File: config.mk
export PLATFORM = sky130hd
export DESIGN_NAME = json_string_unescape_utf8_unit
export DESIGN_NICKNAME = d
export VERILOG_FILES = /design/src/jsu_pkg.sv /design/src/json_string_unescape_utf8_unit.sv /design/src/jsu_fifo.sv /design/src/jsu_front.sv /design/src/jsu_back.sv
export SDC_FILE = /design/constraint.sdc
export NUM_CORES = 1
export LEC_CHECK = 0
export ABC_AREA = 1
export BUFFER_PORTS_ARGS = -buffer_cell sky130_fd_sc_hd__clkbuf_2
export CAP_MARGIN = 20
export CORE_ASPECT_RATIO = 1.1
export CORE_MARGIN = 5
export CORE_UTILIZATION = 63
export CTS_CLUSTER_SIZE = 12
export DETAILED_ROUTE_END_ITERATION = 8
export PLACE_DENSITY = 0.8
export SLEW_MARGIN = 5
export SYNTH_ARGS = -nofsm -noshare
export SYNTH_HDL_FRONTEND = slang
export SYNTH_HIERARCHICAL = 1
export SYNTH_SLANG_ARGS = --single-unit
File: constraint.sdc
create_clock -name clk_i -period 4.25 [get_ports clk_i]
set_input_delay 0 -clock clk_i [delete_from_list [all_inputs] [get_ports clk_i]]
set_output_delay 0 -clock clk_i [all_outputs]
set_load 0.03 [all_outputs]
File: src/jsu_pkg.sv
// shared types and constants of the json string unescape unit
`timescale 1ns / 1ps

package jsu_pkg;

  // depth of the job queue between front and back
  localparam int unsigned FifoDepth = 4;

  // width of a unicode code point
  localparam int unsigned CpW = 21;

  // utf-8 length thresholds and lead/continuation markers
  localparam logic [CpW-1:0] CpMax1 = 21'h00007F;
  localparam logic [CpW-1:0] CpMax2 = 21'h0007FF;
  localparam logic [CpW-1:0] CpMax3 = 21'h00FFFF;
  localparam logic [CpW-1:0] CpSuppBase = 21'h010000;
  localparam logic [7:0] Lead2 = 8'hC0;
  localparam logic [7:0] Lead3 = 8'hE0;
  localparam logic [7:0] Lead4 = 8'hF0;
  localparam logic [7:0] ContMark = 8'h80;

  // what the back end has to do with a queued job
  typedef enum logic [1:0] {
    JobRaw = 2'd0,
    JobCp  = 2'd1,
    JobEnd = 2'd2,
    JobErr = 2'd3
  } job_kind_e;

  // result word kind
  typedef enum logic [1:0] {
    KindData = 2'd0,
    KindEnd  = 2'd1,
    KindErr  = 2'd2
  } out_kind_e;

  // error codes
  typedef enum logic [3:0] {
    ErrNone         = 4'd0,
    ErrNoOpenQuote  = 4'd1,
    ErrControlByte  = 4'd2,
    ErrBadEscape    = 4'd3,
    ErrBadHex       = 4'd4,
    ErrHighNoLow    = 4'd5,
    ErrBadLow       = 4'd6,
    ErrUnpairedLow  = 4'd7,
    ErrTruncEscape  = 4'd8,
    ErrTruncUnicode = 4'd9,
    ErrUnterminated = 4'd10
  } err_code_e;

  // one classified job
  typedef struct packed {
    job_kind_e       kind;
    err_code_e       err;
    logic [CpW-1:0]  cp;
  } job_t;

endpackage

File: src/json_string_unescape_utf8_unit.sv
// top level: json string unescape to utf-8, front end, job queue and back end
// with the queue empty and the output register free, the first result word of a byte
//   is registered in the job queue and then in the output register
// throughput: one input byte per cycle; one result word per cycle while out_ready_i
//   does not stall, so a \u escape gives one word per utf-8 byte (1 to 4 bytes)
// the input side stalls only when the job queue (FifoDepth entries) is full
// reset: asynchronous, active low; returns to idle awaiting the opening quote and
//   empties the queue and output register; no clearing pass
`timescale 1ns / 1ps

module json_string_unescape_utf8_unit #(
  parameter int unsigned FifoDepth = jsu_pkg::FifoDepth
) (
  input  logic       clk_i,
  input  logic       rst_ni,
  // input word channel
  input  logic       in_valid_i,
  output logic       in_ready_o,
  input  logic [7:0] in_byte_i,
  input  logic       end_of_input_i,
  // result word channel
  output logic       out_valid_o,
  input  logic       out_ready_i,
  output logic [7:0] out_byte_o,
  output logic [1:0] kind_o,
  output logic [3:0] err_code_o,
  output logic       last_o
);

  // front to queue
  logic          push_valid;
  logic          push_ready;
  jsu_pkg::job_t push_job;

  // queue to back
  logic          pop_valid;
  logic          pop_ready;
  jsu_pkg::job_t pop_job;

  // front end: tracks the string/escape/hex state one byte at a time and turns
  // each byte into at most one job (raw byte, code point, end marker or error)
  jsu_front u_front (
    .clk_i          (clk_i),
    .rst_ni         (rst_ni),
    .in_valid_i     (in_valid_i),
    .in_ready_o     (in_ready_o),
    .in_byte_i      (in_byte_i),
    .end_of_input_i (end_of_input_i),
    .job_valid_o    (push_valid),
    .job_ready_i    (push_ready),
    .job_o          (push_job)
  );

  // short queue so the front keeps taking bytes while a multi-byte code point
  // is still being sent out
  jsu_fifo #(
    .Depth (FifoDepth)
  ) u_fifo (
    .clk_i        (clk_i),
    .rst_ni       (rst_ni),
    .push_valid_i (push_valid),
    .push_ready_o (push_ready),
    .push_data_i  (push_job),
    .pop_valid_o  (pop_valid),
    .pop_ready_i  (pop_ready),
    .pop_data_o   (pop_job)
  );

  // back end: utf-8 encode and, while out_ready_i does not stall it, send one result
  // word per cycle through an output register, marking the final word of each job
  jsu_back u_back (
    .clk_i        (clk_i),
    .rst_ni       (rst_ni),
    .job_valid_i  (pop_valid),
    .job_ready_o  (pop_ready),
    .job_i        (pop_job),
    .out_valid_o  (out_valid_o),
    .out_ready_i  (out_ready_i),
    .out_byte_o   (out_byte_o),
    .kind_o       (kind_o),
    .err_code_o   (err_code_o),
    .last_o       (last_o)
  );

endmodule

File: src/jsu_fifo.sv
// short job queue between the front and back ends
`timescale 1ns / 1ps

module jsu_fifo #(
  parameter int unsigned Depth = jsu_pkg::FifoDepth
) (
  input  logic          clk_i,
  input  logic          rst_ni,
  input  logic          push_valid_i,
  output logic          push_ready_o,
  input  jsu_pkg::job_t push_data_i,
  output logic          pop_valid_o,
  input  logic          pop_ready_i,
  output jsu_pkg::job_t pop_data_o
);

  localparam int unsigned PtrW = (Depth > 1) ? $clog2(Depth) : 1;
  localparam int unsigned CntW = $clog2(Depth + 1);

  jsu_pkg::job_t mem_q [Depth];
  logic [PtrW-1:0] wr_ptr_q, wr_ptr_d;
  logic [PtrW-1:0] rd_ptr_q, rd_ptr_d;
  logic [CntW-1:0] cnt_q, cnt_d;
  logic push, pop;

  assign push_ready_o = (cnt_q != CntW'(Depth));
  assign pop_valid_o  = (cnt_q != '0);
  assign pop_data_o   = mem_q[rd_ptr_q];
  assign push = push_valid_i && push_ready_o;
  assign pop  = pop_valid_o && pop_ready_i;

  always_comb begin
    wr_ptr_d = wr_ptr_q;
    rd_ptr_d = rd_ptr_q;
    cnt_d    = cnt_q;
    if (push) begin
      wr_ptr_d = (wr_ptr_q == PtrW'(Depth - 1)) ? '0 : wr_ptr_q + 1'b1;
    end
    if (pop) begin
      rd_ptr_d = (rd_ptr_q == PtrW'(Depth - 1)) ? '0 : rd_ptr_q + 1'b1;
    end
    if (push && !pop) begin
      cnt_d = cnt_q + 1'b1;
    end else if (pop && !push) begin
      cnt_d = cnt_q - 1'b1;
    end
  end

  always_ff @(posedge clk_i or negedge rst_ni) begin
    if (!rst_ni) begin
      wr_ptr_q <= '0;
      rd_ptr_q <= '0;
      cnt_q    <= '0;
    end else begin
      wr_ptr_q <= wr_ptr_d;
      rd_ptr_q <= rd_ptr_d;
      cnt_q    <= cnt_d;
    end
  end

  always_ff @(posedge clk_i) begin
    if (push) begin
      mem_q[wr_ptr_q] <= push_data_i;
    end
  end

endmodule

File: src/jsu_front.sv
// front end: string state machine that classifies each input byte into a job
`timescale 1ns / 1ps

module jsu_front (
  input  logic          clk_i,
  input  logic          rst_ni,
  input  logic          in_valid_i,
  output logic          in_ready_o,
  input  logic [7:0]    in_byte_i,
  input  logic          end_of_input_i,
  output logic          job_valid_o,
  input  logic          job_ready_i,
  output jsu_pkg::job_t job_o
);

  localparam logic [7:0] ChQuote = 8'h22;
  localparam logic [7:0] ChBslash = 8'h5C;
  localparam logic [7:0] ChSlash = 8'h2F;
  localparam logic [7:0] ChB = 8'h62;
  localparam logic [7:0] ChF = 8'h66;
  localparam logic [7:0] ChN = 8'h6E;
  localparam logic [7:0] ChR = 8'h72;
  localparam logic [7:0] ChT = 8'h74;
  localparam logic [7:0] ChU = 8'h75;
  localparam logic [7:0] ChSpace = 8'h20;
  localparam logic [15:0] HighLo = 16'hD800;
  localparam logic [15:0] HighHi = 16'hDBFF;
  localparam logic [15:0] LowLo = 16'hDC00;
  localparam logic [15:0] LowHi = 16'hDFFF;

  typedef enum logic [2:0] {
    ModeIdle  = 3'd0,
    ModeStr   = 3'd1,
    ModeEsc   = 3'd2,
    ModeHexHi = 3'd3,
    ModeLowBs = 3'd4,
    ModeLowU  = 3'd5,
    ModeHexLo = 3'd6
  } mode_e;

  mode_e mode_q, mode_d;
  logic [11:0] acc_q, acc_d;
  logic [1:0]  cnt_q, cnt_d;
  logic [9:0]  hs_q, hs_d;

  logic accept;
  logic has_job;
  logic fail;
  logic go_idle;
  jsu_pkg::err_code_e fail_code;
  jsu_pkg::job_t job;
  logic [3:0]  digit;
  logic        digit_ok;
  logic [15:0] hex_word;
  logic        is_high, is_low;

  assign in_ready_o  = job_ready_i;
  assign accept      = in_valid_i && in_ready_o;
  assign job_valid_o = in_valid_i && has_job;
  assign job_o       = job;

  // hex digit decode
  always_comb begin
    digit_ok = 1'b1;
    digit    = 4'd0;
    if (in_byte_i >= 8'h30 && in_byte_i <= 8'h39) begin
      digit = 4'(in_byte_i - 8'h30);
    end else if (in_byte_i >= 8'h61 && in_byte_i <= 8'h66) begin
      digit = 4'(in_byte_i - 8'h57);
    end else if (in_byte_i >= 8'h41 && in_byte_i <= 8'h46) begin
      digit = 4'(in_byte_i - 8'h37);
    end else begin
      digit_ok = 1'b0;
    end
  end

  assign hex_word = {acc_q, digit};
  assign is_high  = (hex_word >= HighLo) && (hex_word <= HighHi);
  assign is_low   = (hex_word >= LowLo) && (hex_word <= LowHi);

  always_comb begin
    mode_d    = mode_q;
    acc_d     = acc_q;
    cnt_d     = cnt_q;
    hs_d      = hs_q;
    has_job   = 1'b0;
    fail      = 1'b0;
    go_idle   = 1'b0;
    fail_code = jsu_pkg::ErrNone;
    job.kind  = jsu_pkg::JobRaw;
    job.err   = jsu_pkg::ErrNone;
    job.cp    = jsu_pkg::CpW'(in_byte_i);
    unique case (mode_q)
      ModeStr: begin
        if (end_of_input_i) begin
          fail      = 1'b1;
          fail_code = jsu_pkg::ErrUnterminated;
        end else if (in_byte_i == ChQuote) begin
          go_idle  = 1'b1;
          has_job  = 1'b1;
          job.kind = jsu_pkg::JobEnd;
        end else if (in_byte_i < ChSpace) begin
          fail      = 1'b1;
          fail_code = jsu_pkg::ErrControlByte;
        end else if (in_byte_i == ChBslash) begin
          mode_d = ModeEsc;
        end else begin
          has_job = 1'b1;
        end
      end
      ModeEsc: begin
        if (end_of_input_i) begin
          fail      = 1'b1;
          fail_code = jsu_pkg::ErrTruncEscape;
        end else begin
          mode_d  = ModeStr;
          has_job = 1'b1;
          unique case (in_byte_i)
            ChQuote, ChBslash, ChSlash: job.cp = jsu_pkg::CpW'(in_byte_i);
            ChB: job.cp = jsu_pkg::CpW'(8'h08);
            ChF: job.cp = jsu_pkg::CpW'(8'h0C);
            ChN: job.cp = jsu_pkg::CpW'(8'h0A);
            ChR: job.cp = jsu_pkg::CpW'(8'h0D);
            ChT: job.cp = jsu_pkg::CpW'(8'h09);
            ChU: begin
              has_job = 1'b0;
              mode_d  = ModeHexHi;
              acc_d   = '0;
              cnt_d   = '0;
            end
            default: begin
              fail      = 1'b1;
              fail_code = jsu_pkg::ErrBadEscape;
            end
          endcase
        end
      end
      ModeHexHi, ModeHexLo: begin
        if (end_of_input_i) begin
          fail      = 1'b1;
          fail_code = jsu_pkg::ErrTruncUnicode;
        end else if (!digit_ok) begin
          fail      = 1'b1;
          fail_code = jsu_pkg::ErrBadHex;
        end else if (cnt_q != 2'd3) begin
          acc_d = hex_word[11:0];
          cnt_d = cnt_q + 1'b1;
        end else begin
          acc_d = '0;
          cnt_d = '0;
          if (mode_q == ModeHexHi) begin
            if (is_high) begin
              hs_d   = hex_word[9:0];
              mode_d = ModeLowBs;
            end else if (is_low) begin
              fail      = 1'b1;
              fail_code = jsu_pkg::ErrUnpairedLow;
            end else begin
              mode_d   = ModeStr;
              has_job  = 1'b1;
              job.kind = jsu_pkg::JobCp;
              job.cp   = jsu_pkg::CpW'(hex_word);
            end
          end else begin
            if (!is_low) begin
              fail      = 1'b1;
              fail_code = jsu_pkg::ErrBadLow;
            end else begin
              // supplementary plane: base plus ten high and ten low bits
              mode_d   = ModeStr;
              hs_d     = '0;
              has_job  = 1'b1;
              job.kind = jsu_pkg::JobCp;
              job.cp   = jsu_pkg::CpSuppBase + jsu_pkg::CpW'({hs_q, hex_word[9:0]});
            end
          end
        end
      end
      ModeLowBs: begin
        if (end_of_input_i || in_byte_i != ChBslash) begin
          fail      = 1'b1;
          fail_code = jsu_pkg::ErrHighNoLow;
        end else begin
          mode_d = ModeLowU;
        end
      end
      ModeLowU: begin
        if (end_of_input_i || in_byte_i != ChU) begin
          fail      = 1'b1;
          fail_code = jsu_pkg::ErrHighNoLow;
        end else begin
          mode_d = ModeHexLo;
          acc_d  = '0;
          cnt_d  = '0;
        end
      end
      default: begin
        go_idle = 1'b1;
        if (!end_of_input_i && in_byte_i == ChQuote) begin
          go_idle = 1'b0;
          mode_d  = ModeStr;
          acc_d   = '0;
          cnt_d   = '0;
          hs_d    = '0;
        end else begin
          fail      = 1'b1;
          fail_code = jsu_pkg::ErrNoOpenQuote;
        end
      end
    endcase
    if (fail) begin
      go_idle  = 1'b1;
      has_job  = 1'b1;
      job.kind = jsu_pkg::JobErr;
      job.err  = fail_code;
      job.cp   = '0;
    end
    if (go_idle) begin
      mode_d = ModeIdle;
      acc_d  = '0;
      cnt_d  = '0;
      hs_d   = '0;
    end
  end

  always_ff @(posedge clk_i or negedge rst_ni) begin
    if (!rst_ni) begin
      mode_q <= ModeIdle;
      acc_q  <= '0;
      cnt_q  <= '0;
      hs_q   <= '0;
    end else if (accept) begin
      mode_q <= mode_d;
      acc_q  <= acc_d;
      cnt_q  <= cnt_d;
      hs_q   <= hs_d;
    end
  end

endmodule

File: src/jsu_back.sv
// back end: utf-8 encoder and result serialiser with output register
`timescale 1ns / 1ps

module jsu_back (
  input  logic          clk_i,
  input  logic          rst_ni,
  input  logic          job_valid_i,
  output logic          job_ready_o,
  input  jsu_pkg::job_t job_i,
  output logic          out_valid_o,
  input  logic          out_ready_i,
  output logic [7:0]    out_byte_o,
  output logic [1:0]    kind_o,
  output logic [3:0]    err_code_o,
  output logic          last_o
);

  logic [1:0] idx_q, idx_d;
  logic       out_valid_q, out_valid_d;
  logic [7:0] byte_q, byte_d;
  logic [1:0] kind_q, kind_d;
  logic [3:0] err_q, err_d;
  logic       last_q, last_d;

  logic       load;
  logic       is_last;
  logic [1:0] n_m1;
  logic [7:0] enc [4];
  logic [jsu_pkg::CpW-1:0] cp;

  assign cp = job_i.cp;

  // utf-8 length and byte layout
  always_comb begin
    n_m1 = 2'd0;
    enc[0] = cp[7:0];
    enc[1] = 8'h00;
    enc[2] = 8'h00;
    enc[3] = 8'h00;
    if (job_i.kind == jsu_pkg::JobCp) begin
      if (cp <= jsu_pkg::CpMax1) begin
        enc[0] = {1'b0, cp[6:0]};
      end else if (cp <= jsu_pkg::CpMax2) begin
        n_m1   = 2'd1;
        enc[0] = jsu_pkg::Lead2 | {3'b000, cp[10:6]};
        enc[1] = jsu_pkg::ContMark | {2'b00, cp[5:0]};
      end else if (cp <= jsu_pkg::CpMax3) begin
        n_m1   = 2'd2;
        enc[0] = jsu_pkg::Lead3 | {4'h0, cp[15:12]};
        enc[1] = jsu_pkg::ContMark | {2'b00, cp[11:6]};
        enc[2] = jsu_pkg::ContMark | {2'b00, cp[5:0]};
      end else begin
        n_m1   = 2'd3;
        enc[0] = jsu_pkg::Lead4 | {5'b00000, cp[20:18]};
        enc[1] = jsu_pkg::ContMark | {2'b00, cp[17:12]};
        enc[2] = jsu_pkg::ContMark | {2'b00, cp[11:6]};
        enc[3] = jsu_pkg::ContMark | {2'b00, cp[5:0]};
      end
    end
  end

  assign load        = job_valid_i && (!out_valid_q || out_ready_i);
  assign is_last     = (idx_q == n_m1);
  assign job_ready_o = load && is_last;

  always_comb begin
    idx_d       = idx_q;
    out_valid_d = out_valid_q && !out_ready_i;
    byte_d      = byte_q;
    kind_d      = kind_q;
    err_d       = err_q;
    last_d      = last_q;
    if (load) begin
      out_valid_d = 1'b1;
      last_d      = is_last;
      idx_d       = is_last ? 2'd0 : idx_q + 1'b1;
      unique case (job_i.kind)
        jsu_pkg::JobRaw, jsu_pkg::JobCp: begin
          byte_d = enc[idx_q];
          kind_d = jsu_pkg::KindData;
          err_d  = jsu_pkg::ErrNone;
        end
        jsu_pkg::JobEnd: begin
          byte_d = 8'h00;
          kind_d = jsu_pkg::KindEnd;
          err_d  = jsu_pkg::ErrNone;
        end
        default: begin
          byte_d = 8'h00;
          kind_d = jsu_pkg::KindErr;
          err_d  = job_i.err;
        end
      endcase
    end
  end

  always_ff @(posedge clk_i or negedge rst_ni) begin
    if (!rst_ni) begin
      idx_q       <= '0;
      out_valid_q <= 1'b0;
    end else begin
      idx_q       <= idx_d;
      out_valid_q <= out_valid_d;
    end
  end

  always_ff @(posedge clk_i) begin
    byte_q <= byte_d;
    kind_q <= kind_d;
    err_q  <= err_d;
    last_q <= last_d;
  end

  assign out_valid_o = out_valid_q;
  assign out_byte_o  = byte_q;
  assign kind_o      = kind_q;
  assign err_code_o  = err_q;
  assign last_o      = last_q;

endmodule
# Yosys cells after proc, flatten, opt, wreduce, memory -nomap -nowiden

Memories as Yosys holds them, arrays and structs flattened.
Cells that the tools add are included.

Order comparisons: 15
Eq/ne operators: 40
Multiplexer cells: 144
Reductions and logical operators: 39
Bitwise gates (word level): 1
Add/sub/neg operators: 10

Operators by type and width:

| operator                                               | number |
|---|---|
| two-way mux 21 bit                                     | 6 |
| two-way mux 12 bit                                     | 8 |
| two-way mux 10 bit                                     | 8 |
| two-way mux 3 bit                                      | 22 |
| == test 8 x 7 -> 1 bit (second input constant)         | 7 |
| two-way mux 16 bit                                     | 3 |
| two-way mux 2 bit                                      | 24 |
| one-hot mux 12 bit (4 select lines)                    | 1 |
| two-way mux 4 bit                                      | 11 |
| one-hot mux 21 bit (2 select lines)                    | 1 |
| two-way mux 1 bit                                      | 40 |
| two-way mux 8 bit                                      | 5 |
| one-hot mux 8 bit (5 select lines)                     | 1 |
| >= comparator 16 bit (second input constant)           | 2 |
| <= comparator 16 bit (second input constant)           | 2 |
| two-way mux 32 bit                                     | 1 |
| two-way mux 27 bit                                     | 1 |
| inequality test 3 x 2 -> 1 bit (second input constant) | 9 |
| two-way mux 24 bit                                     | 1 |
| adder 17 x 20 -> 21 bit (first input constant)         | 1 |
| <= comparator 21 x 11 -> 1 bit (second input constant) | 1 |
| <= comparator 21 x 16 -> 1 bit (second input constant) | 1 |
| <= comparator 21 x 7 -> 1 bit (second input constant)  | 1 |
| one-hot mux 10 bit (2 select lines)                    | 1 |
| 51 further kinds                                       | 91 |

Output and inout bits: 17
Register bits: 52
Memories: 1
Logic and storage cells: 263
Bits in writable memories: 108
Input bits: 13

Memories:

| name         | words | bits a word | rd ports | clocked after memory_dff | wr ports | line           | source |
|---|---|---|---|---|---|---|---|
| u_fifo.mem_q | 4     | 27          | 1        | 0                        | 1        | jsu_fifo.sv:20 | `jsu_pkg::job_t mem_q [Depth];` |

# Longest topological paths before layout

Gate-level depths: netlist (run 1).

Depth after elaboration: 21
Mapped depth: 24
Mapped depth without buffers: 24

# Modules after synthesis

Netlist (run 1), hierarchy kept.

Modules (own cells, without submodules):

| module    | times used | area each (um^2) | cells an instance | sequential area each (um^2) |
|---|---|---|---|---|
| jsu_fifo  | 1          | 4,773.3          | 373               | 3,418.3 |
| jsu_front | 1          | 2,986.6          | 489               | 675.6 |
| jsu_back  | 1          | 1,514.0          | 211               | 525.5 |

# Worst setup path before layout (run 1)

Ideal clock, no wire load.

Kind: input to register
Start: input port in_byte_i[1]
End: memory u_fifo/mem_q[0][0] (netlist name), enable pin
Stages: 15
Library setup time: 0.411 ns
Setup slack: 0.950 ns
Buffers on the path: 0
Required time: 3.839 ns
Arrival: 2.889 ns
Cell sequence: inv_1 ha_1 nand3b_1 nand3_4 nand2_2 nand2_2 nor2_8 inv_2 nor2_4 inv_2 nor2_1 nor2_1 a21boi_1 nand2_1 nor2_1

Cells in the longest elaborated chain, start to end: 19
Elaborated cells between the ends (all ways): 73
Those cells by class: add/sub (3); order compare (11); eq/ne (11); mux (37); reduce/logical (11)

RTL lines:

| element                                                                                  | line                                 | source |
|---|---|---|
| from (decl)                                                                              | json_string_unescape_utf8_unit.sv:19 | `input logic [7:0] in_byte_i,` |
| >= comparator 8 x 7 -> 1 bit or <= comparator 8 x 7 -> 1 bit (tied branches)             | jsu_front.sv:70                      | `end else if (in_byte_i >= 8'h41 && in_byte_i <= 8'h46) begin` |
| logical AND 1 bit                                                                        | jsu_front.sv:70                      |  |
| two-way mux 4 bit                                                                        | jsu_front.sv:70                      |  |
| two-way mux 4 bit                                                                        | jsu_front.sv:68                      | `end else if (in_byte_i >= 8'h61 && in_byte_i <= 8'h66) begin` |
| two-way mux 4 bit                                                                        | jsu_front.sv:66                      | `if (in_byte_i >= 8'h30 && in_byte_i <= 8'h39) begin` |
| >= comparator 16 bit or <= comparator 16 bit (tied branches)                             | jsu_front.sv:79                      | `assign is_low = (hex_word >= LowLo) && (hex_word <= LowHi);` |
| logical AND 1 bit                                                                        | jsu_front.sv:79                      |  |
| two-way mux 1 bit                                                                        | jsu_front.sv:155, jsu_front.sv:165   |  |
| [... 4 more ...]                                                                         | n/a                                  |  |
| two-way mux 1 bit                                                                        | jsu_front.sv:139                     | `if (end_of_input_i) begin` |
| one-hot mux 1 bit (5 select lines) or one-hot mux 1 bit (3 select lines) (tied branches) | jsu_front.sv:93                      | `unique case (mode_q)` |
| two-way mux 1 bit *                                                                      | jsu_front.sv:211                     | `if (fail) begin` |
| logical AND 1 bit *                                                                      | jsu_front.sv:59                      | `assign job_valid_o = in_valid_i && has_job;` |
| net push_valid                                                                           | json_string_unescape_utf8_unit.sv:31 | `logic push_valid;` |
| logical AND 1 bit *                                                                      | jsu_fifo.sv:29                       | `assign push = push_valid_i && push_ready_o;` |
| two-way mux 1 bit *                                                                      | jsu_fifo.sv:62                       | `if (push) begin` |
| two-way mux 1 bit (not written as such) *                                                | jsu_fifo.sv:63                       | `mem_q[wr_ptr_q] <= push_data_i;` |
| to (decl)                                                                                | jsu_fifo.sv:20                       |  |

Mark *: on every way through the listed nets, which the timed path passes. The rest lies on a longest branch.

==> summary.txt, run 1 <==
Die
  • IO Pins: 30
  • Die footprint: 17200 um^2
  • Die H: between 100 and 150 um
  • Std cell rows: 46
  • Die width: 126 um
  • Core ar.: 14400 um^2
  • Initial core utilization: 64.2%

Placement
  • Port Buffers: 29
  • Detailed placement HPWL: around 16 mm
  • GPL Wtd Cong: 0.969
  • Pre-CTS setup slack: ~0.50 ns
  • DP Cell Count: roughly 1300
  • Area post-placement: 9450 um^2

GRT
  • Global-route wire length before repair: 37.2 mm
  • Largest net degree at the start of global routing: 45
  • Vias in the first global route: 7415
  • Routing usage on met3: 4.69%
  • Gr usage total: 27.4%
  • Remaining global-route overflow: 0
  • M2 GR Usage: a little under half
  • Met1 global-route usage: between 30% and 40%
  • Initial antenna violation count: 0
  • Top Usage Layer GRT: met2

Clocking
  • Post-CTS sizing: 0
  • H-tree depth: 4
  • Cts bufs inserted: 17
  • Root Driver: clkbuf_16
  • Clk pin slew, worst setup/hold paths: 0.07 ns
  • CTS tree: yes
  • Skew-Pair Late Insertion Delay: about 0.42 ns
  • Clock Sinks: 160
  • Max clock buf depth: 2

Synth
  • Synth Net Count: roughly 1100
  • Post-synthesis cell type count: 49
  • Synthesized cell area: 9270 um^2
  • Avg Cell Area, Syn: approximately 8.6 um^2
  • Top post-synthesis cells by count: nand2_1 (301), inv_1 (132), edfxtp_1 (123)
  • Most common cell in the netlist: nand2_1
  • Area leader, netlist: edfxtp_1
  • Gate Count Post-Synth: 1073
  • Post-synth EDFFs: 123
  • Syn. warnings: 6
  • Sequential fraction of the synthesis area: 49.8%
  • Largest cells by area after synthesis: edfxtp_1 (40%), nand2_1 (12%), dfrtp_1 (10%)
  • Main synth FF type: edfxtp_1
  • Synth top area share: 39.8%
  • Async set or reset register ratio after synthesis: 23.1%
  • #FFs+latches synth: 160

STA
  • Period minus WS final: 3.84 ns
  • Worst slew margin: 36.1%
  • Tightest Pin Transition: 0.957 ns
  • Setup Skew: 0.0107 ns
  • Final setup fails: 0
  • Achievable Freq: 0.260 GHz
  • Pins Over Slew Limit: 0
  • Setup ws final: 0.406 ns
  • Final period util: roughly nine tenths
  • RSZ-0062 raised after global routing: false
  • Hold Fails Final Rpt: 0
  • Final setup TNS: 0 ns

Worst setup path
  • Worst setup SP type: register
  • CP Cell Sequence: buf_4 > nand2_1 > o211ai_1 > nand2_1 > nor2_1 > nand3_1 > inv_1 > nand2_4 > nand2_1 > xor2_2 > nand3_2 > inv_1 > nand2_1 > ha_1 > inv_1 > fa_1 > nand2_1 > o21ai_0
  • CP max-delay cell: dfrtp_2
  • WP data arrival: 4.14 ns
  • Required time worst endpoint: 4.55 ns
  • Slowest Stage Delay on Critical Path: 0.74 ns
  • Crit path top cell by count: nand2_1
  • Reg2Reg Setup Slack: around 0.41 ns
  • CP max FO: 44
  • Element type at the critical path end: register
  • Crit Path Class: reg2reg

Finish
  • Inserted Diodes: 0
  • Area growth syn-to-layout: 9.36%
  • Multi-input logic area: 3790 um^2
  • Fillers: 1148
  • FF/Latch Area: 4620 um^2
  • Nets: about 1100
  • Final std cells w/o fill: between 1000 and 1500
  • Post-route cell area: 10100 um^2
  • Final Core Density: 70.2%
  • Layout cell share with drive strength beyond 1: 13.3%

Job
  • Max Cap Viol: 0

Pwr
  • VDD IR max: between 0.0002 and 0.0003 V
  • Leak: about 4.4 nW
  • Pwr/cell area: roughly 630 nW/um^2

Run status
  • Outcome: finished clean

Drt
  • Iter 0 DRT Violations: 735
  • Routed Antenna Nets: 0
  • Routed vias/inst: 5.90
  • Vias: 7674
  • First-pass detailed-route iteration total: 5
  • Drc violations: 0
  • Post-DR wirelength/cell: 17.7 um
  • Final wirelength: 23.0 mm

Min path
  • Worst hold path class: in2async
-- where the power goes --
part	leakage, nW	switching (W)	internal (W)
sequential	1.66	0.000185	0.00210
clock	0.323	0.000663	0.00102
combinational	2.40	0.00176	0.000677
total	4.38	0.00261	0.00380
-- through the flow --
stage | power (W) | hold slack [ns]
floorplan | 0.00422 | -0.296
global placement | 0.00466 | 0.193
detailed placement | 0.00470 | 0.202
CTS | 0.00641 | 0.0396
global route | 0.00679 | 0.0477
finish | 0.00641 | 0.0375
-- sequential cells by signal, summed over array words and instances, names as in the netlist, 2 cells and up --
name / flops
u_back/idx_q: 2
u_back/kind_o: 2
u_fifo/wr_ptr_q: 2
u_front/hs_q: 10
u_back/err_code_o: 4
u_front/acc_q: 12
u_fifo/cnt_q: 3
u_fifo/mem_q: 108
u_front/cnt_q: 2
u_front/mode_q: 3
u_back/out_byte_o: 8
u_fifo/rd_ptr_q: 2
-- worst paths after layout --
path	startpoint	to	depth (start not counted)
min	rst_ni	u_fifo/cnt_q[0]	2
min reg2reg	u_front/hs_q[3]	u_front/hs_q[3]	2
max reg2reg	u_fifo/rd_ptr_q[0]	u_fifo/cnt_q[1]	18
min in group clk_i	in_valid_i	u_fifo/wr_ptr_q[1]	4
max in group asynchronous	rst_ni	u_front/acc_q[10]	3
max	u_fifo/rd_ptr_q[0]	u_fifo/cnt_q[1]	18
-- cells in the final DEF, fill, tap and decap left out, types with 3 or more instances in the layout --
master	instances
nand4_1	36
nand3_1	65
clkinv_1	5
nor2_1	95
nor2_2	9
nand2_4	11
nand2_2	8
nand3_2	8
inv_6	6
a21oi_1	26
dfrtp_1	36
o211ai_1	57
o21ai_1	4
inv_2	15
buf_4	10
nand2_1	301
ha_1	12
clkbuf_16	17
clkbuf_2	29
nor2_8	3
inv_1	132
nor3_1	14
a211oi_1	3
o21ai_0	24
a31oi_1	3
edfxtp_1	123
bufinv_16	4
nor2_4	10
o22ai_1	6
-- cells by family (layout without fill, tap and decap cells) --
kind of cell             count (synthesis)  count (layout)  share of synthesized area (%)
AND/OR/NAND/NOR                        568             568                           28.7
flip-flops                             160             160                           49.8
adder cells (fa/ha/maj)                 13              13                           1.83
AO/OA/AOI/OAI                          135             135                           9.51
buffers and inverters                  191             227                           9.44
XOR/XNOR                                 6               6                          0.729
-- per-layer routing --
metal / share of wire (%) / vias up
met5: 0 / -
met4: 4.1 / 0
met3: 6.7 / 82
met2: 49 / 346
met1: 40 / 3618
li1: - / 3628
-- critical path, delay by kind of cell (launching register included) --
kind | cells | cell delay (ns)
buf+inv | 4 | 0.85
xor+xnor | 1 | 0.20
fa+ha+maj | 2 | 0.61
flops | 1 | 0.74
compound gates | 2 | 0.17
simple gates | 9 | 1.13
-- area by class of cell --
cell class,count,share of cell area (%)
clock buffers,18,4.33
clock inverters,14,2.13
inverters,153,5.69
multi-input cells,722,37.4
flip-flops and latches,160,45.6
well taps,192,2.37
repair buffers,42,2.57
-- timing repair --
item                                   4_1_cts  5_1_grt
setup buffers                                0        0
hold buffers                                 2        0
endpoints found under the hold margin       38        0
(Power assumes the default switching activity.)
==> run 2, diff against run 1 <==
--- a/config.mk
+++ b/config.mk
@@ -5,17 +5,17 @@
 export SDC_FILE = /design/constraint.sdc
 export NUM_CORES = 1
 export LEC_CHECK = 0
-export ABC_AREA = 1
 export BUFFER_PORTS_ARGS = -buffer_cell sky130_fd_sc_hd__clkbuf_2
 export CAP_MARGIN = 20
 export CORE_ASPECT_RATIO = 1.1
 export CORE_MARGIN = 5
-export CORE_UTILIZATION = 63
+export CORE_UTILIZATION = 62
 export CTS_CLUSTER_SIZE = 12
 export DETAILED_ROUTE_END_ITERATION = 8
-export PLACE_DENSITY = 0.8
+export PLACE_DENSITY = 0.79
 export SLEW_MARGIN = 5
 export SYNTH_ARGS = -nofsm -noshare
 export SYNTH_HDL_FRONTEND = slang
 export SYNTH_HIERARCHICAL = 1
 export SYNTH_SLANG_ARGS = --single-unit
+export TNS_END_PERCENT = 100
==> run 2 against run 1 <==
Core utilization up 0.39 points. Critical path type unchanged. Register-to-register slack worse by 0.13 ns. Power down 2.5%. Highest routed layer unchanged. Worst setup slack worse by 0.13 ns. Synthesized cell count down 40%. Die area down 8.0%. Wire length down 5.9%. Design area down 8.0%. Clock power down 15%.
==> summary.txt, run 2 <==
Synth
  • Sequential fraction of the synthesis area: 55.4%
  • Async set or reset register ratio after synthesis: 23.1%
  • Top post-synthesis cells by count: edfxtp_1 (123), nand2_1 (38), dfrtp_1 (37)
  • Avg Cell Area, Syn: approximately 13 um^2
  • Synthesized cell area: 8340 um^2
  • Post-synthesis cell type count: 95
  • Gate Count Post-Synth: 645
  • Most common cell in the netlist: edfxtp_1
  • Synth Net Count: approximately 670
  • Largest cells by area after synthesis: edfxtp_1 (44%), dfrtp_1 (11%), mux4_2 (7.3%)
  • #FFs+latches synth: 160
  • Main synth FF type: edfxtp_1
  • Synth top area share: 44.3%
  • Area leader, netlist: edfxtp_1
  • Post-synth EDFFs: between 100 and 150
  • Syn. warnings: 6

STA
  • Pins Over Slew Limit: 0
  • Hold_ws: roughly 0.14 ns
  • Hold Fails Final Rpt: 0
  • Worst slew margin: 42.4%
  • Achievable Freq: 0.252 GHz
  • Final setup fails: 0
  • Setup Skew: about 0.012 ns
  • RSZ-0062 raised after global routing: false
  • Final period util: approximately 93%
  • Final setup TNS: 0 ns
  • Tightest Pin Transition: 0.858 ns
  • Period minus WS final: ~4 ns

Clocking
  • CTS tree: yes
  • Skew-Pair Late Insertion Delay: between 0.4 and 0.5 ns
  • Max clock buf depth: 2
  • Buffers inserted by post-CTS timing repair: 0
  • Clk pin slew, worst setup/hold paths: around 0.070 ns
  • Cts bufs inserted: 17
  • Clock Sinks: between 150 and 200
  • H-tree depth: 4
  • Root Driver: clkbuf_16

Placement
  • DP Cell Count: roughly 830
  • Port Buffers: 29
  • Detailed placement HPWL: 14.8 mm
  • GPL Wtd Cong: 0.962

Drt
  • First-pass detailed-route iteration total: 7
  • Iter 0 DRT Violations: 698
  • Routed vias/inst: 7.07
  • Drc violations: 0
  • Post-DR wirelength/cell: 25.1 um
  • Final wirelength: 21.7 mm
  • Vias: 6098
  • Routed Antenna Nets: 0

GRT
  • Vias in the first global route: between 5000 and 6000
  • Largest net degree at the start of global routing: 38
  • Global-route wire length before repair: 34.4 mm
  • Initial antenna violation count: 0
  • Gr usage total: between 20 and 30%
  • Remaining global-route overflow: 0

Worst setup path
  • Setup crit start: u_fifo/rd_ptr_q[0]
  • CP max FO: 12
  • Element type at the critical path end: register
  • WP data arrival: 4.31 ns
  • Worst r2r src: u_fifo/rd_ptr_q[0]
  • Required time worst endpoint: 4.59 ns
  • Crit Path Class: reg2reg
  • Worst setup SP type: register

Die
  • Die width: 121 um
  • IO Pins: 30
  • Initial core utilization: 63.1%
  • Std cell rows: 44
  • Core ar.: 13200 um^2
  • Die H: 132 um
  • Die footprint: ~16000 um^2

Pwr
  • Pwr/cell area: around 670 nW/um^2
  • VDD IR max: 0.000340 V
  • Leak: 3.34 nW

Finish
  • Inserted Diodes: 0
  • Largest register FFs: around 110
  • Commonest non-fill, non-tap cell in the layout: edfxtp_1
  • Biggest regs: u_fifo/mem_q x108, u_front/acc_q x12, u_front/hs_q x10
  • Fillers: 882
  • Nets: 714
  • Layout cell share with drive strength beyond 1: 23.8%
  • Area growth syn-to-layout: 11.8%
  • Most frequent cells in the layout: edfxtp_1 (123), nand2_1 (38), dfrtp_1 (36), nor2_1 (34), clkbuf_2 (29)
  • Most flops, register: u_fifo/mem_q
  • Final std cells w/o fill: 862

Min path
  • Worst hold path class: in2reg
  • Min-delay src: in_byte_i[1]

Job
  • Max Cap Viol: 0

Run status
  • Outcome: finished clean
-- run 2: changes by cell type after synthesis, sizes merged, moves of 12 or more --
cell,delta
nor2,-82
a31oi,+12
nand2,-282
nand3,-50
clkbuf,+16
and3,+18
inv,-137
o211ai,-46
a22o,+20
mux4,+27
buf,-17
nand4,-33
-- run 2: worst max-delay path, stage by stage (launching register included) --
cell	delay (ns)
dfrtp_2	0.61
buf_4	0.33
mux4_2	0.56
or2_2	0.36
nor4_4	0.37
a21o_2	0.19
a21oi_1	0.04
o21a_1	0.19
nand2_1	0.15
ha_1	0.23
inv_1	0.06
fa_1	0.37
xor2_1	0.15
nor2_1	0.11
xor2_1	0.16
-- run 2: layout make-up --
class | instances | area, um^2 | share of cell area [%]
multi-input combinational | 434 | 3490 | 37.4
sequential | 160 | 4620 | 49.5
clock inverter | 14 | 129 | 1.38
inverter | 14 | 52.6 | 0.563
tap | 161 | 201 | 2.16
timing repair buffer | 61 | 405 | 4.35
clock buffer | 18 | 429 | 4.60
-- run 2: final timing paths --
kind | slack, ns | cells past startpoint | end
min | 0.14 | 3 | u_fifo/mem_q[2][1]
max in group asynchronous | 3.24 | 4 | u_fifo/rd_ptr_q[0]
max reg2reg | 0.28 | 14 | u_fifo/cnt_q[2]
max | 0.28 | 14 | u_fifo/cnt_q[2]
min reg2reg | 0.50 | 1 | u_front/hs_q[1]
min in group asynchronous | 0.53 | 3 | u_front/acc_q[7]
-- run 2: stage by stage --
stage / utilization, % / cell area [um^2] / worst slack (ns) / power, W
detailed placement: 66.0 / 8720 / 0.316 / 0.00479
CTS: 70.4 / 9300 / 0.261 / 0.00625
global placement: 66.0 / 8720 / 0.406 / 0.00475
finish: 70.6 / 9330 / 0.281 / 0.00625
floorplan: - / 8340 / 0.537 / 0.00410
global route: 70.6 / 9330 / 0.0584 / 0.00658
-- run 2: cell families (layout without fill, tap and decap cells) --
family                     after synthesis  in the layout  share of synthesized area, %
muxes                                   41             41                          9.16
xor gates and xnor gates                 6              6                         0.630
AOI/OAI and AO/OA                      172            172                          16.1
DFF                                    160            160                          55.4
adders and majority gates               13             13                          2.04
buffers and inverters                   51            107                          2.79
and+or+nand+nor                        202            202                          13.9
-- run 2: timing repair --
item                      4_1_cts  5_1_grt
resized for setup               0        0
hold buffers                    2        1
hold endpoints to repair       38        6
-- run 2: routing by layer --
metal  vias up  track usage [%]  wire (um)
met1      3026             37.1       8310
li1       2664                -          -
met5         -                0          0
met4         0             13.9       1020
met2       345             46.9      11000
met3        63             4.21       1380
-- run 2: where the power goes --
part / switching, W / internal [W] / leakage, nW
clock: 0.000654 / 0.000771 / 0.259
sequential: 0.000199 / 0.00216 / 1.65
combinational: 0.00152 / 0.000949 / 1.43
total: 0.00237 / 0.00387 / 3.34
==> run 3, diff against run 2 <==
--- a/config.mk
+++ b/config.mk
@@ -10,6 +10,7 @@
 export CORE_ASPECT_RATIO = 1.1
 export CORE_MARGIN = 5
 export CORE_UTILIZATION = 62
+export CTS_BUF_LIST = sky130_fd_sc_hd__clkbuf_8 sky130_fd_sc_hd__clkbuf_16
 export CTS_CLUSTER_SIZE = 12
 export DETAILED_ROUTE_END_ITERATION = 8
 export PLACE_DENSITY = 0.79
==> run 3 against run 2 <==
Combinational power about the same. Wire length about the same. Worst hold slack unchanged. Register-to-register slack hardly changed. Non-clock buffer count stayed put. Sequential share of layout area stayed put. Critical endpoint unchanged. Largest cell class unchanged. Largest power group unchanged. Highest routed layer unchanged.
==> summary.txt, run 3 (same netlist as run 2, synthesis figures left out) <==
Finish
  • Layout cell share with drive strength beyond 1: 23.8%
  • Inserted Diodes: 0
  • Area growth syn-to-layout: 11.8%
  • Most frequent cells in the layout: edfxtp_1 (123), nand2_1 (38), dfrtp_1 (36), nor2_1 (34), clkbuf_2 (29)
  • Post-route cell area: 9330 um^2
  • Commonest non-fill, non-tap cell in the layout: edfxtp_1
  • Most flops, register: u_fifo/mem_q
  • Final Core Density: 70.6%
  • Biggest regs: u_fifo/mem_q x108, u_front/acc_q x12, u_front/hs_q x10
  • Nets: 714
  • Largest register FFs: 108

Die
  • Std cell rows: 44
  • Die width: 121 um
  • Die footprint: 15900 um^2
  • Initial core utilization: 63.1%
  • Core ar.: between 10000 and 15000 um^2
  • Die H: 132 um
  • IO Pins: 30

GRT
  • Remaining global-route overflow: 0
  • Global-route wire length before repair: 34.4 mm
  • Largest net degree at the start of global routing: 38
  • Gr usage total: between 20% and 30%
  • Vias in the first global route: 5902
  • Initial antenna violation count: 0

Placement
  • Pre-CTS setup slack: 0.316 ns
  • GPL Wtd Cong: between 0.9 and 1
  • Port Buffers: 29
  • Detailed placement HPWL: roughly 15 mm
  • Area post-placement: 8720 um^2

Worst setup path
  • WP data arrival: 4.31 ns
  • Worst setup SP type: register
  • CP max FO: 12
  • Crit Path Class: reg2reg
  • Required time worst endpoint: around 4.6 ns
  • Element type at the critical path end: register

STA
  • Setup Skew: 0.0125 ns
  • Hold Fails Final Rpt: 0
  • Setup ws final: 0.282 ns
  • Pins Over Slew Limit: 0
  • Period minus WS final: 3.97 ns
  • Tightest Pin Transition: 0.858 ns
  • Achievable Freq: approximately 0.25 GHz
  • Final setup TNS: 0 ns
  • Worst slew margin: 42.4%
  • Final period util: 93.4%
  • RSZ-0062 raised after global routing: false
  • Final setup fails: 0

Pwr
  • Flop pwr share: 37.7%
  • Clock power frac: a little under a quarter
  • P_int: 0.00387 W
  • VDD IR max: 0.000340 V
  • Comb power frac: 39.5%
  • Pwr/cell area: 669 nW/um^2
  • Sw Pwr: between 0.002 and 0.0025 W
  • Sw Ratio: 38.0%
  • Leak: 3.34 nW

Clocking
  • Max clock buf depth: 2
  • CTS tree: yes
  • Root Driver: clkbuf_16
  • Clk pin slew, worst setup/hold paths: 0.07 ns
  • H-tree depth: 4
  • Post-CTS sizing: 0
  • Skew-Pair Late Insertion Delay: 0.42 ns
  • Cts bufs inserted: 17
  • Clock Sinks: 160

Drt
  • Drc violations: 0
  • Post-DR wirelength/cell: 25.1 um
  • Iter 0 DRT Violations: 698
  • Routed Antenna Nets: 0
  • Routed vias/inst: 7.07
  • Vias: slightly above 6000
  • Final wirelength: 21.7 mm
  • First-pass detailed-route iteration total: 7

Min path
  • Worst hold path class: in2reg

Run status
  • Outcome: finished clean

Job
  • Max Cap Viol: 0
-- run 3: cell types whose count changed in the layout (fill, tap and decap cells not counted), sizes merged --
cell	delta
clkbuf	-1
inv	+1
-- run 3: power by group through the flow --
stage | logic, W | clock network, W | registers [W]
6_report | 0.00247 | 0.00142 | 0.00235
5_1_grt | 0.00264 | 0.00154 | 0.00239
4_1_cts | 0.00244 | 0.00145 | 0.00236
3_5_place_dp | 0.00242 | 0 | 0.00237
3_3_place_gp | 0.00240 | 0 | 0.00235
2_1_floorplan | 0.00169 | 0 | 0.00242
-- run 3: metal layers --
layer | routed length [um] | part of all wire [%] | up-vias | track usage, %
met5 | 0 | 0 | - | 0
met4 | 1020 | 4.7 | 0 | 13.9
met3 | 1380 | 6.4 | 63 | 4.21
met2 | 11000 | 51 | 343 | 46.9
met1 | 8300 | 38 | 3028 | 37.1
li1 | - | - | 2664 | -
-- run 3: what timing repair did --
action,CTS,global route
buffers inserted,0,0
hold buffers,2,1
endpoints found under the hold margin,38,6
-- run 3: area by class of cell --
cell class | instances | area [um^2]
Clock buffer | 17 | 425
Multi-Input combinational cell | 434 | 3490
Inverter | 14 | 52.6
Sequential cell | 160 | 4620
Fill cell | 882 | 3880
Tap cell | 161 | 201
Clock inverter | 15 | 133
Timing Repair Buffer | 61 | 405
-- run 3: path summary, 6_finish.rpt --
path | startpoint | to | slack (ns) | cells past startpoint
max | u_fifo/rd_ptr_q[0] | u_fifo/cnt_q[2] | 0.28 | 14
min | in_byte_i[1] | u_fifo/mem_q[2][1] | 0.14 | 3
max reg2reg | u_fifo/rd_ptr_q[0] | u_fifo/cnt_q[2] | 0.28 | 14
min reg2reg | u_front/hs_q[1] | u_front/hs_q[1] | 0.50 | 1
max in group asynchronous | rst_ni | u_fifo/rd_ptr_q[0] | 3.24 | 4
min in group asynchronous | rst_ni | u_front/acc_q[7] | 0.53 | 3
-- run 3: through the flow --
step	instances	total power (W)	hold WS, ns
after global placement	826	0.00475	0.241
after global routing	862	0.00657	0.165
after CTS	860	0.00625	0.109
after floorplan	645	0.00410	-0.296
after detailed placement	826	0.00479	0.251
final	862	0.00624	0.137
-- run 3: worst max-delay path, stage by stage, from the launching register on --
cell and delay, ns:
dfrtp_2 0.61, buf_4 0.33, mux4_2 0.56, or2_2 0.36, nor4_4 0.37, a21o_2 0.19
a21oi_1 0.04, o21a_1 0.19, nand2_1 0.15, ha_1 0.23, inv_1 0.06, fa_1 0.37
xor2_1 0.15, nor2_1 0.11, xor2_1 0.16
